$ cat src/hdl/bfq_pkg.sv
// ----------------------------------------------------------------------------
// bfq_pkg
// Shared types and constants for the BF16 to FP8 scaled quantizer pipeline.
// ----------------------------------------------------------------------------
package bfq_pkg;

  localparam int QBITS = 27;

  localparam logic [1:0]  CFG_SCALE   = 2'd0;
  localparam logic [1:0]  CFG_FORMAT  = 2'd1;
  localparam logic        FMT_E4M3    = 1'b0;
  localparam logic        FMT_E5M2    = 1'b1;
  localparam logic [15:0] SCALE_RESET = 16'h3F80;
  localparam logic [14:0] LIM_E4M3    = 15'h43E0;
  localparam logic [14:0] LIM_E5M2    = 15'h4760;
  localparam logic [7:0]  NAN_BYTE    = 8'hFF;

  typedef enum logic [1:0] {
    CLS_NUM,
    CLS_ZERO,
    CLS_INF,
    CLS_NAN
  } cls_t;

  typedef struct packed {
    logic              sign;
    cls_t              cls;
    logic signed [10:0] p;
    logic [7:0]        ms;
    logic [8:0]        rem;
    logic [QBITS-1:0]  q;
  } div_t;

  typedef struct packed {
    logic        sign;
    logic        nan;
    logic [14:0] mag;
  } bfv_t;

endpackage

$ cat src/hdl/bfq_unpack.sv
// ----------------------------------------------------------------------------
// bfq_unpack
// Classify operands, normalize significands, form the quotient exponent.
// ----------------------------------------------------------------------------
module bfq_unpack import bfq_pkg::*; (
  input  logic        clk,
  input  logic        rst,
  input  logic        en,
  input  logic        vin,
  input  logic [15:0] bf16_in,
  input  logic [15:0] scale_bits,
  output logic        vout,
  output div_t        dout
);

  function automatic logic [18:0] norm(input logic [15:0] b);
    logic [7:0]         mt;
    logic signed [10:0] ex;
    logic [2:0]         lz;
    lz = 3'd0;
    for (int i = 0; i < 7; i++) begin
      if (b[i]) lz = 3'(7 - i);
    end
    if (b[14:7] == 8'd0) begin
      mt = b[7:0] << lz;
      ex = -11'sd133 - $signed({8'd0, lz});
    end else begin
      mt = {1'b1, b[6:0]};
      ex = $signed({3'b0, b[14:7]}) - 11'sd134;
    end
    return {mt, ex};
  endfunction

  logic [18:0] nx, ns;
  logic        xz, xi, xn, sz, si, sn;
  div_t        d_next;

  always_comb begin
    nx = norm(bf16_in);
    ns = norm(scale_bits);
    xz = (bf16_in[14:0] == 15'd0);
    xi = (bf16_in[14:7] == 8'hFF) && (bf16_in[6:0] == 7'd0);
    xn = (bf16_in[14:7] == 8'hFF) && (bf16_in[6:0] != 7'd0);
    sz = (scale_bits[14:0] == 15'd0);
    si = (scale_bits[14:7] == 8'hFF) && (scale_bits[6:0] == 7'd0);
    sn = (scale_bits[14:7] == 8'hFF) && (scale_bits[6:0] != 7'd0);
    d_next.sign = bf16_in[15] ^ scale_bits[15];
    priority if (xn || sn || (xz && sz) || (xi && si)) begin
      d_next.cls = CLS_NAN;
    end else if (xi || sz) begin
      d_next.cls = CLS_INF;
    end else if (xz || si) begin
      d_next.cls = CLS_ZERO;
    end else begin
      d_next.cls = CLS_NUM;
    end
    d_next.p   = $signed(nx[10:0]) - $signed(ns[10:0]) - 11'sd26;
    d_next.ms  = ns[18:11];
    d_next.rem = {1'b0, nx[18:11]};
    d_next.q   = '0;
  end

  always_ff @(posedge clk) begin
    if (rst) begin
      vout <= 1'b0;
    end else if (en) begin
      vout <= vin;
    end
  end

  always_ff @(posedge clk) begin
    if (en) begin
      dout <= d_next;
    end
  end

endmodule

$ cat src/hdl/bfq_div_stage.sv
// ----------------------------------------------------------------------------
// bfq_div_stage
// STEPS restoring division steps on the significand quotient.
// ----------------------------------------------------------------------------
module bfq_div_stage import bfq_pkg::*; #(
  parameter int STEPS = 7
) (
  input  logic clk,
  input  logic rst,
  input  logic en,
  input  logic vin,
  input  div_t din,
  output logic vout,
  output div_t dout
);

  div_t d_next;
  logic [8:0] r;
  logic [QBITS-1:0] q;

  always_comb begin
    r = din.rem;
    q = din.q;
    for (int i = 0; i < STEPS; i++) begin
      if (r >= {1'b0, din.ms}) begin
        r = r - {1'b0, din.ms};
        q = {q[QBITS-2:0], 1'b1};
      end else begin
        q = {q[QBITS-2:0], 1'b0};
      end
      r = {r[7:0], 1'b0};
    end
    d_next     = din;
    d_next.rem = r;
    d_next.q   = q;
  end

  always_ff @(posedge clk) begin
    if (rst) begin
      vout <= 1'b0;
    end else if (en) begin
      vout <= vin;
    end
  end

  always_ff @(posedge clk) begin
    if (en) begin
      dout <= d_next;
    end
  end

  a_rem_bound: assert property (@(posedge clk) disable iff (rst)
    (vout && dout.cls == CLS_NUM) |-> (dout.rem < {dout.ms, 1'b0}))
    else $error("partial remainder out of range");

endmodule

$ cat src/hdl/bfq_round.sv
// ----------------------------------------------------------------------------
// bfq_round
// Round the quotient to FP32, then to BF16, and clamp to the format limit.
// ----------------------------------------------------------------------------
module bfq_round import bfq_pkg::*; (
  input  logic clk,
  input  logic rst,
  input  logic en,
  input  logic fmt,
  input  logic vin,
  input  div_t din,
  output logic vout,
  output bfv_t dout
);

  logic               n;
  logic signed [10:0] sh_norm, sh_sub, sh_s, be;
  logic [4:0]         sh;
  logic [31:0]        qe, t, mask;
  logic               half, low;
  logic [24:0]        rr;
  logic [7:0]         e8;
  logic [30:0]        w;
  logic [31:0]        rb;
  logic [14:0]        h, lim;
  bfv_t               d_next;

  always_comb begin
    n       = din.q[QBITS-1];
    sh_norm = n ? 11'sd3 : 11'sd2;
    sh_sub  = -11'sd149 - din.p;
    sh_s    = (sh_sub > sh_norm) ? sh_sub : sh_norm;
    sh      = (sh_s > 11'sd28) ? 5'd28 : sh_s[4:0];
    qe      = {{(32-QBITS){1'b0}}, din.q};
    t       = qe >> sh;
    half    = qe[sh - 5'd1];
    mask    = (32'd1 << (sh - 5'd1)) - 32'd1;
    low     = (|(qe & mask)) || (din.rem != 9'd0);
    rr      = t[24:0] + {24'd0, half && (low || t[0])};
    be      = din.p + $signed({10'd0, n}) + 11'sd152;
    e8      = (be < 11'sd1) ? 8'd0 : 8'(be - 11'sd1);
    if (be >= 11'sd255) begin
      w = 31'h7F800000;
    end else begin
      w = {e8, 23'd0} + {6'd0, rr};
    end
    unique case (din.cls)
      CLS_ZERO: w = '0;
      CLS_INF:  w = 31'h7F800000;
      default:  ;
    endcase
    rb  = {1'b0, w} + 32'h7FFF + {31'd0, w[16]};
    h   = rb[30:16];
    lim = (fmt == FMT_E5M2) ? LIM_E5M2 : LIM_E4M3;
    d_next.sign = din.sign;
    d_next.nan  = (din.cls == CLS_NAN);
    d_next.mag  = (h > lim) ? lim : h;
  end

  always_ff @(posedge clk) begin
    if (rst) begin
      vout <= 1'b0;
    end else if (en) begin
      vout <= vin;
    end
  end

  always_ff @(posedge clk) begin
    if (en) begin
      dout <= d_next;
    end
  end

  a_clamped: assert property (@(posedge clk) disable iff (rst)
    (vout && !dout.nan) |-> (dout.mag <= LIM_E5M2))
    else $error("clamped magnitude above limit");

endmodule

$ cat src/hdl/bfq_encode.sv
// ----------------------------------------------------------------------------
// bfq_encode
// Encode a clamped BF16 value to an E4M3 or E5M2 byte, round nearest even.
// ----------------------------------------------------------------------------
module bfq_encode import bfq_pkg::*; (
  input  logic       clk,
  input  logic       rst,
  input  logic       en,
  input  logic       fmt,
  input  logic       vin,
  input  bfv_t       din,
  output logic       vout,
  output logic [7:0] dout
);

  function automatic logic [7:0] shr_rne(input logic [7:0] v, input int s);
    logic [8:0] t, r, hv;
    if (s <= 0) return v;
    if (s >= 10) return 8'd0;
    t  = {1'b0, v} >> s;
    r  = {1'b0, v} & 9'((1 << s) - 1);
    hv = 9'(1 << (s - 1));
    return 8'(t + {8'd0, (r > hv) || ((r == hv) && t[0])});
  endfunction

  int         e, te, bias, mbits;
  logic [7:0] v, sig, sub, res;

  always_comb begin
    e     = int'(din.mag[14:7]);
    bias  = (fmt == FMT_E5M2) ? 15 : 7;
    mbits = (fmt == FMT_E5M2) ? 2 : 3;
    te    = e - 127 + bias;
    v     = {1'b1, din.mag[6:0]};
    sig   = 8'd0;
    sub   = 8'd0;
    if (din.nan) begin
      res = NAN_BYTE;
    end else if (e == 0) begin
      res = {din.sign, 7'd0};
    end else if (te <= 0) begin
      sub = shr_rne(v, 135 - e - bias - mbits);
      res = {din.sign, sub[6:0]};
    end else begin
      sig = shr_rne(v, 7 - mbits);
      if (sig == 8'(1 << (mbits + 1))) begin
        te  = te + 1;
        sig = sig >> 1;
      end
      sig = sig - 8'(1 << mbits);
      res = {din.sign, 7'((te << mbits) | int'(sig))};
    end
  end

  always_ff @(posedge clk) begin
    if (rst) begin
      vout <= 1'b0;
    end else if (en) begin
      vout <= vin;
    end
  end

  always_ff @(posedge clk) begin
    if (en) begin
      dout <= res;
    end
  end

endmodule

$ cat src/hdl/bf16_to_fp8_scaled_quantizer.sv
// ----------------------------------------------------------------------------
// bf16_to_fp8_scaled_quantizer
// Divide each BF16 element by a BF16 scale and encode it as FP8.
//
//   channel  signals                          direction
//   input    in_valid in_ready bf16_in        in
//   output   out_valid out_ready fp8_out      out
//   config   cfg_we cfg_index cfg_data        in
//
// One element per cycle, unless the output stalls, through seven register stages.
// Four pipelined restoring division stages set the depth.
// Synchronous reset clears valid bits and loads scale 1.0, format E4M3.
// A stall at the output holds every stage; nothing is lost or repeated.
// ----------------------------------------------------------------------------
module bf16_to_fp8_scaled_quantizer import bfq_pkg::*; (
  input  logic        clk,
  input  logic        rst,
  input  logic        in_valid,
  output logic        in_ready,
  input  logic [15:0] bf16_in,
  output logic        out_valid,
  input  logic        out_ready,
  output logic [7:0]  fp8_out,
  input  logic        cfg_we,
  input  logic [1:0]  cfg_index,
  input  logic [15:0] cfg_data
);

  logic [15:0] scale_bits;
  logic        out_format;
  logic        en;
  logic [4:0]  v;
  div_t        d0, d1, d2, d3, d4;
  bfv_t        rnd_q;
  logic        rnd_v;

  always_ff @(posedge clk) begin
    if (rst) begin
      scale_bits <= SCALE_RESET;
      out_format <= FMT_E4M3;
    end else if (cfg_we) begin
      if (cfg_index == CFG_SCALE)  scale_bits <= cfg_data;
      if (cfg_index == CFG_FORMAT) out_format <= cfg_data[0];
    end
  end

  assign en       = !out_valid || out_ready;
  assign in_ready = en;

  bfq_unpack u_unpack (
    .clk, .rst, .en, .vin(in_valid), .bf16_in, .scale_bits,
    .vout(v[0]), .dout(d0)
  );

  bfq_div_stage #(.STEPS(7)) u_div0 (
    .clk, .rst, .en, .vin(v[0]), .din(d0), .vout(v[1]), .dout(d1)
  );
  bfq_div_stage #(.STEPS(7)) u_div1 (
    .clk, .rst, .en, .vin(v[1]), .din(d1), .vout(v[2]), .dout(d2)
  );
  bfq_div_stage #(.STEPS(7)) u_div2 (
    .clk, .rst, .en, .vin(v[2]), .din(d2), .vout(v[3]), .dout(d3)
  );
  bfq_div_stage #(.STEPS(QBITS - 21)) u_div3 (
    .clk, .rst, .en, .vin(v[3]), .din(d3), .vout(v[4]), .dout(d4)
  );

  bfq_round u_round (
    .clk, .rst, .en, .fmt(out_format), .vin(v[4]), .din(d4),
    .vout(rnd_v), .dout(rnd_q)
  );

  bfq_encode u_encode (
    .clk, .rst, .en, .fmt(out_format), .vin(rnd_v), .din(rnd_q),
    .vout(out_valid), .dout(fp8_out)
  );

  a_stall_hold: assert property (@(posedge clk) disable iff (rst)
    !in_ready |=> ($stable(rnd_q) && $stable(rnd_v) && $stable(v)))
    else $error("pipeline moved during stall");

endmodule

$ cat config.mk
export PLATFORM = sky130hd
export DESIGN_NAME = bf16_to_fp8_scaled_quantizer
export DESIGN_NICKNAME = d
export VERILOG_FILES = /design/src/hdl/bfq_pkg.sv /design/src/hdl/bfq_unpack.sv /design/src/hdl/bfq_div_stage.sv /design/src/hdl/bfq_round.sv /design/src/hdl/bfq_encode.sv /design/src/hdl/bf16_to_fp8_scaled_quantizer.sv
export SDC_FILE = /design/constraint.sdc
export NUM_CORES = 1
export LEC_CHECK = 0
export ABC_AREA = 1
export BUFFER_PORTS_ARGS = -buffer_cell sky130_fd_sc_hd__clkbuf_2
export CORE_AREA = 2 2 206 208
export DETAILED_ROUTE_END_ITERATION = 12
export DIE_AREA = 0 0 208 210
export GPL_ROUTABILITY_DRIVEN = 1
export PLACE_DENSITY = 0.93
export SKIP_LAST_GASP = 1
export SYNTH_ARGS = -nofsm -noshare
export SYNTH_HDL_FRONTEND = slang
export SYNTH_SLANG_ARGS = --single-unit
$ cat constraint.sdc
create_clock -name clk -period 35 [get_ports clk]
set_input_delay 0 -clock clk [delete_from_list [all_inputs] [get_ports clk]]
set_output_delay 0 -clock clk [all_outputs]
set_load 0.02 [all_outputs]
Yosys cells after proc, flatten, opt, wreduce, memory -nomap -nowiden
Cells that the tools add are included.
{ "word_totals": {"register_bits": 260, "in_bits": 39, "output_inout_bits": 10, "elab_cells": 333} }
{ "op_classes": {"addsub": 58, "order_cmp": 40, "n_eq_ne": 9, "shift": 13, "muxes": 125, "n_bitwise": 5, "reduce_logical": 35} }
{ "op_table": {"columns": ["cell", "n"], "rows": [
  ["two-way mux 8 bit", 35],
  ["greater-or-equal comparator 9 x 8 -> 1 bit", 26],
  ["subtractor 8 bit", 27],
  ["two-way mux 32 bit", 4],
  ["left shift 1 x 32 -> 9 bit, first input constant", 4],
  ["<= comparator 32 x 1 -> 1 bit, second input constant", 3],
  ["two-way mux 7 bit", 12],
  ["adder 32 x 2 -> 32 bit, second input constant", 2],
  ["greater-or-equal comparator 32 x 5 -> 1 bit, second input constant", 2],
  ["subtractor 32 x 2 -> 32 bit, second input constant", 2],
  ["subtractor 32 bit", 2],
  ["case mux 31 bit (2 select lines)", 1],
  ["two-way mux 1 bit", 50],
  ["two-way mux 11 bit", 4],
  ["two-way mux 3 bit", 14],
  ["adder 32 bit", 1],
  ["AND 27 x 32 -> 32 bit", 1],
  ["OR reduction 32 bit", 1],
  ["left shift 1 x 32 -> 7 bit, first input constant", 1],
  ["left shift 1 x 32 -> 8 bit, first input constant", 1],
  ["left shift 1 x 5 -> 32 bit, first input constant", 1],
  ["left shift 32 x 32 -> 7 bit", 1],
  ["right shift 8 x 32 -> 7 bit", 1],
  ["right shift 8 x 32 -> 8 bit", 1],
  ["other kinds (55)", 88]
]} }

Logic depth before layout (Yosys ltp)
{ "depth": {"word_depth": 25, "ltp_mapped": 108, "ltp_nobuf": 102} }

Hierarchy
A second synthesis with hierarchy kept.
{ "unflattened": {"cells_unflattened": 4732, "hier_area_um2": 33818.7} }
{ "modules_own_cells": {"columns": ["module", "instances", "cells_each", "area_per_inst_um2"], "rows": [
  ["bfq_div_stage at u_div1 ...", 2, 621, 5058.6],
  ["bfq_round", 1, 1305, 7101.8],
  ["bfq_div_stage at u_div0", 1, 612, 5009.8],
  ["bfq_div_stage at u_div3", 1, 513, 4440.5],
  ["bfq_encode", 1, 586, 3522.1],
  ["bfq_unpack", 1, 373, 2890.3],
  ["bf16_to_fp8_scaled_quantizer", 1, 101, 737.0]
]} }

Worst setup path after synthesis
OpenSTA, ideal clock, no wires.
{ "synth_timing": {"kind": "flip-flop to flip-flop", "startpoint": "reg u_unpack.dout[27] (netlist bit)", "endpoint": "reg u_div0.dout[30] (netlist bit), data pin", "setup_time_ps": 265, "arrival_ps": 13198, "slack_ps": 21537, "path_stages_with_launch": 104, "cell_sequence": "edfxtp_1 inv_1 ha_1 inv_1 fa_1 a21oi_1 o21bai_1 nand2_1 nand3_1 inv_1 clkbuf_1 nand2_1 nand2_1 ha_1 a21oi_1 nand2_1 a21oi_1 nor2_1 [... 68 more ...] o21ai_0 ha_1 inv_1 a21oi_1 or2_2 a21oi_1 inv_1 a21oi_1 nor2_1 nor2_1 nor2_1 nor2_1 inv_1 a211oi_1 nand3_1 inv_1 clkbuf_1 o21ai_0"} }
{ "synth_rtl": {"columns": ["element", "line", "source"], "rows": [
  ["start, declared", "bfq_unpack.sv:13", "output div_t dout"],
  ["start signal, assigned", "bfq_unpack.sv:73", "dout <= d_next;"],
  ["end signal, assigned", "bfq_div_stage.sv:48", "dout <= d_next;"],
  ["end, declared", "bfq_div_stage.sv:14", "output div_t dout"]
]} }

==> results.md <==
* CP required at 35.33 ns
* Mapped Cells at 3,965
* Setup violations, final at 0
* Clk buf depth at 3
* Area leader, netlist: edfxtp_1
* Global Route Usage Sum at about a third
* Initial Util at 66.9%
* Fin. Hold Viols at 0
* Die width at 208 um
* Area delta synth->final at 7.16%
* FF+latch count, synth at 260
* Io pins at 49
* Die extent in y at around 210 um
* Layout cells sized above 1 at 5.97%
* Residual DRC at 0
* Max FO, Critical Path at 16
* Core Rows at 75
* Period utilization at between 40 and 50%
* Synth Area in Simple Gates at 31.3%
* Vias per Instance at roughly 6
* Antenna Nets Post-Route at 0
* Pin count of the biggest net entering global routing at 89
* Post-DP HPWL at approximately 55 mm
* Worst r2r path cells at 88
* Max-slew headroom at a little over an eighth
* Buffers on Ports at 48
* Most frequent CP cell: nor2_1
* Syn nets at 4,294
* Total negative slack at 0 ns
* Post-synthesis async set-or-reset flop share at 0%
* Placeable Area at 41,500 um^2
* Largest family of logic cells by synthesized area: simple AND/OR/NAND/NOR gates
* Hold path cells at 6
* Routed wire per std cell at 16.3 um
* Avg Synthesized Cell Area at between 6 and 7 um^2
* Top cells by area, synth: edfxtp_1 26%, ha_1 13%, nand2_1 11%, inv_1 7.2%, nand3_1 6.3%
* Commonest non-fill, non-tap cell in the layout: nand2_1
* H-tree Lvls at 1
* Clock transition at the registers of the reported paths at 0.07 ns
* Drt first pass iters at 7
* Synth Area in Compound Gates at 12.8%
* CP startpoint kind: flop
* Mux share of post-synthesis cell area at less than 1%
* First-pass GRT wire length at 123 mm
* Clk sinks at 260
* Clock latency on the worst-skew pair at roughly 0.6 ns
* Ys flop type: edfxtp_1
* Pins Over Slew Limit at 0
* Adder-cell share of the synthesized area at 13.3%
* Min-delay worst type: input port to flop
* Slowest stage cell, crit path: edfxtp_1
* TritonCTS clock tree: built
* Synth top area share at 25.5%
* CP Capture Type: flop
* Detailed-route via count at about 28,000
* Post-CTS Repair Setup Buffers at 0
* Placer Congestion at 0.999
* Max incr delay on CP at 0.82 ns
* Crit Path Category: flop to flop
* Die area at 43,700 um^2
* Max capacitance violation total at 0
* Status: finished clean
* Register area share after synthesis at 27.3%
* Clk_skew at 0.0213 ns
* XOR/XNOR Fraction of Synth Area at between 6 and 7%
* CTS Buf Count at 27
* Post-Syn Area at around 28,000 um^2
* DR iter-0 viols at 2,836
* Distinct cells, synth at 64
* Worst slew pin tran at roughly 1.3 ns
* Global route overflow at 0
* Root Buffer: clkbuf_16
* Routed WL at approximately 75 mm
* Arr. time, crit path at 17.32 ns
* Fin nets at 4,345
* Min Tclk post-route at 16.99 ns
* Number of antenna violations at the first check in global routing at 0
* N_diodes at 0
* Fmax at about 0.059 GHz
* Vias in the first global route at 26,000
* Yosys warnings at 0
* Commonest non-fill, non-tap cells in the layout: 840 x nand2_1, 528 x inv_1, 457 x nor2_1, 348 x nand3_1, 283 x ha_1
* Unrepaired setup endpoints after global routing: no
* Number of synthesized flops with an enable pin at 236
-- stage by stage --
| stage | util, % | setup WS (ns) | std cells | cell area, um^2 | hold WS [ns] |
|---|---|---|---|---|---|
| 4_1_cts | 71.7 | 18.69 | 4576 | 29700 | 0.0467 |
| 3_5_place_dp | 68.3 | 19.19 | 4481 | 28300 | 0.186 |
| 2_1_floorplan | - | 21.54 | 3965 | 27800 | 0.0691 |
| 5_1_grt | 71.7 | 16.94 | 4576 | 29700 | 0.119 |
| 3_3_place_gp | 68.3 | 19.55 | 4481 | 28300 | 0.171 |
| 6_report | 71.7 | 18.01 | 4576 | 29700 | 0.0557 |
-- cell families (layout without fill, tap and decap cells) --
| logic type | after synthesis | count (layout) |
|---|---|---|
| AOI/OAI and AO/OA | 631 | 631 |
| xor gates and xnor gates | 203 | 203 |
| adders and majority gates | 290 | 290 |
| buffers and inverters | 627 | 699 |
| muxes | 3 | 3 |
| DFF | 260 | 260 |
| and+or+nand+nor | 1951 | 1951 |
-- flip-flops by register name (all words and copies together) (netlist names) --
signal	cells
scale_bits	16
u_div2.dout	51
u_round.dout	17
u_div3.dout	49
u_div2.vout	1
u_encode.dout	8
u_div0.dout	37
u_div1.vout	1
u_encode.vout	1
u_unpack.dout	30
u_unpack.vout	1
out_format	1
u_div1.dout	44
u_div3.vout	1
u_div0.vout	1
u_round.vout	1
-- layer usage --
| layer | share of wire (%) | global-route usage [%] | up-vias |
|---|---|---|---|
| met4 | 4.7 | 15.3 | 0 |
| li1 | - | - | 13400 |
| met3 | 8.7 | 4.40 | 304 |
| met5 | 0 | 0 | - |
| met1 | 39 | 41.2 | 12400 |
| met2 | 48 | 58.4 | 1444 |
-- Yosys cell counts, types with 10 or more instances --
master    number
o21ai_0      248
a21oi_1      230
a221oi_1      11
nand3b_1      12
nand3_1      348
nand4_1       83
xnor2_1       57
xor2_1       146
inv_2         18
a31oi_1       10
nor2_2        24
or2_2         40
ha_1         283
nor2_1       457
nand2_2       20
clkbuf_1      36
o31ai_1       14
buf_2         21
edfxtp_1     236
dfxtp_1       24
nor3_1        59
nor2_4        11
nor4_1        27
o21bai_1      38
o211ai_1      17
nand2_1      840
inv_1        529
-- final timing paths --
| path | start | end | slack [ns] |
|---|---|---|---|
| hold reg to reg | u_div2.dout[11] | u_div3.dout[17] | 0.41 |
| setup / recovery | u_div1.dout[36] | u_div2.dout[34] | 18.01 |
| setup reg to reg | u_div1.dout[36] | u_div2.dout[34] | 18.01 |
| hold / removal | bf16_in[11] | u_unpack.dout[55] | 0.06 |
-- cell type report --
type                    instances  area (um^2)
clock inverters                21          260
repair buffers                 98          728
clock buffers                  29          693
flip-flops and latches        260         7570
multi-input cells            3078        17700
well taps                     539          674
fillers                      3114        11700
inverters                     551         2080
-- worst max-delay path: cells and delay by family (launching register included) --
| kind | cells | cell delay (ns) |
|---|---|---|
| compound gates | 31 | 6.09 |
| fa+ha+maj | 7 | 2.31 |
| buf+inv | 10 | 1.79 |
| mux | 1 | 0.51 |
| simple gates | 39 | 5.16 |
| flops | 1 | 0.82 |
-- repair_timing --
item / 4_1_cts / 5_1_grt
gates resized for setup: 0 / 0
hold endpoints to repair: 36 / 0
hold buffers: 45 / 0
Power is left out: the tool's default activity adds up to more than one toggle a clock period on the data nets, which glitch-free logic cannot reach.
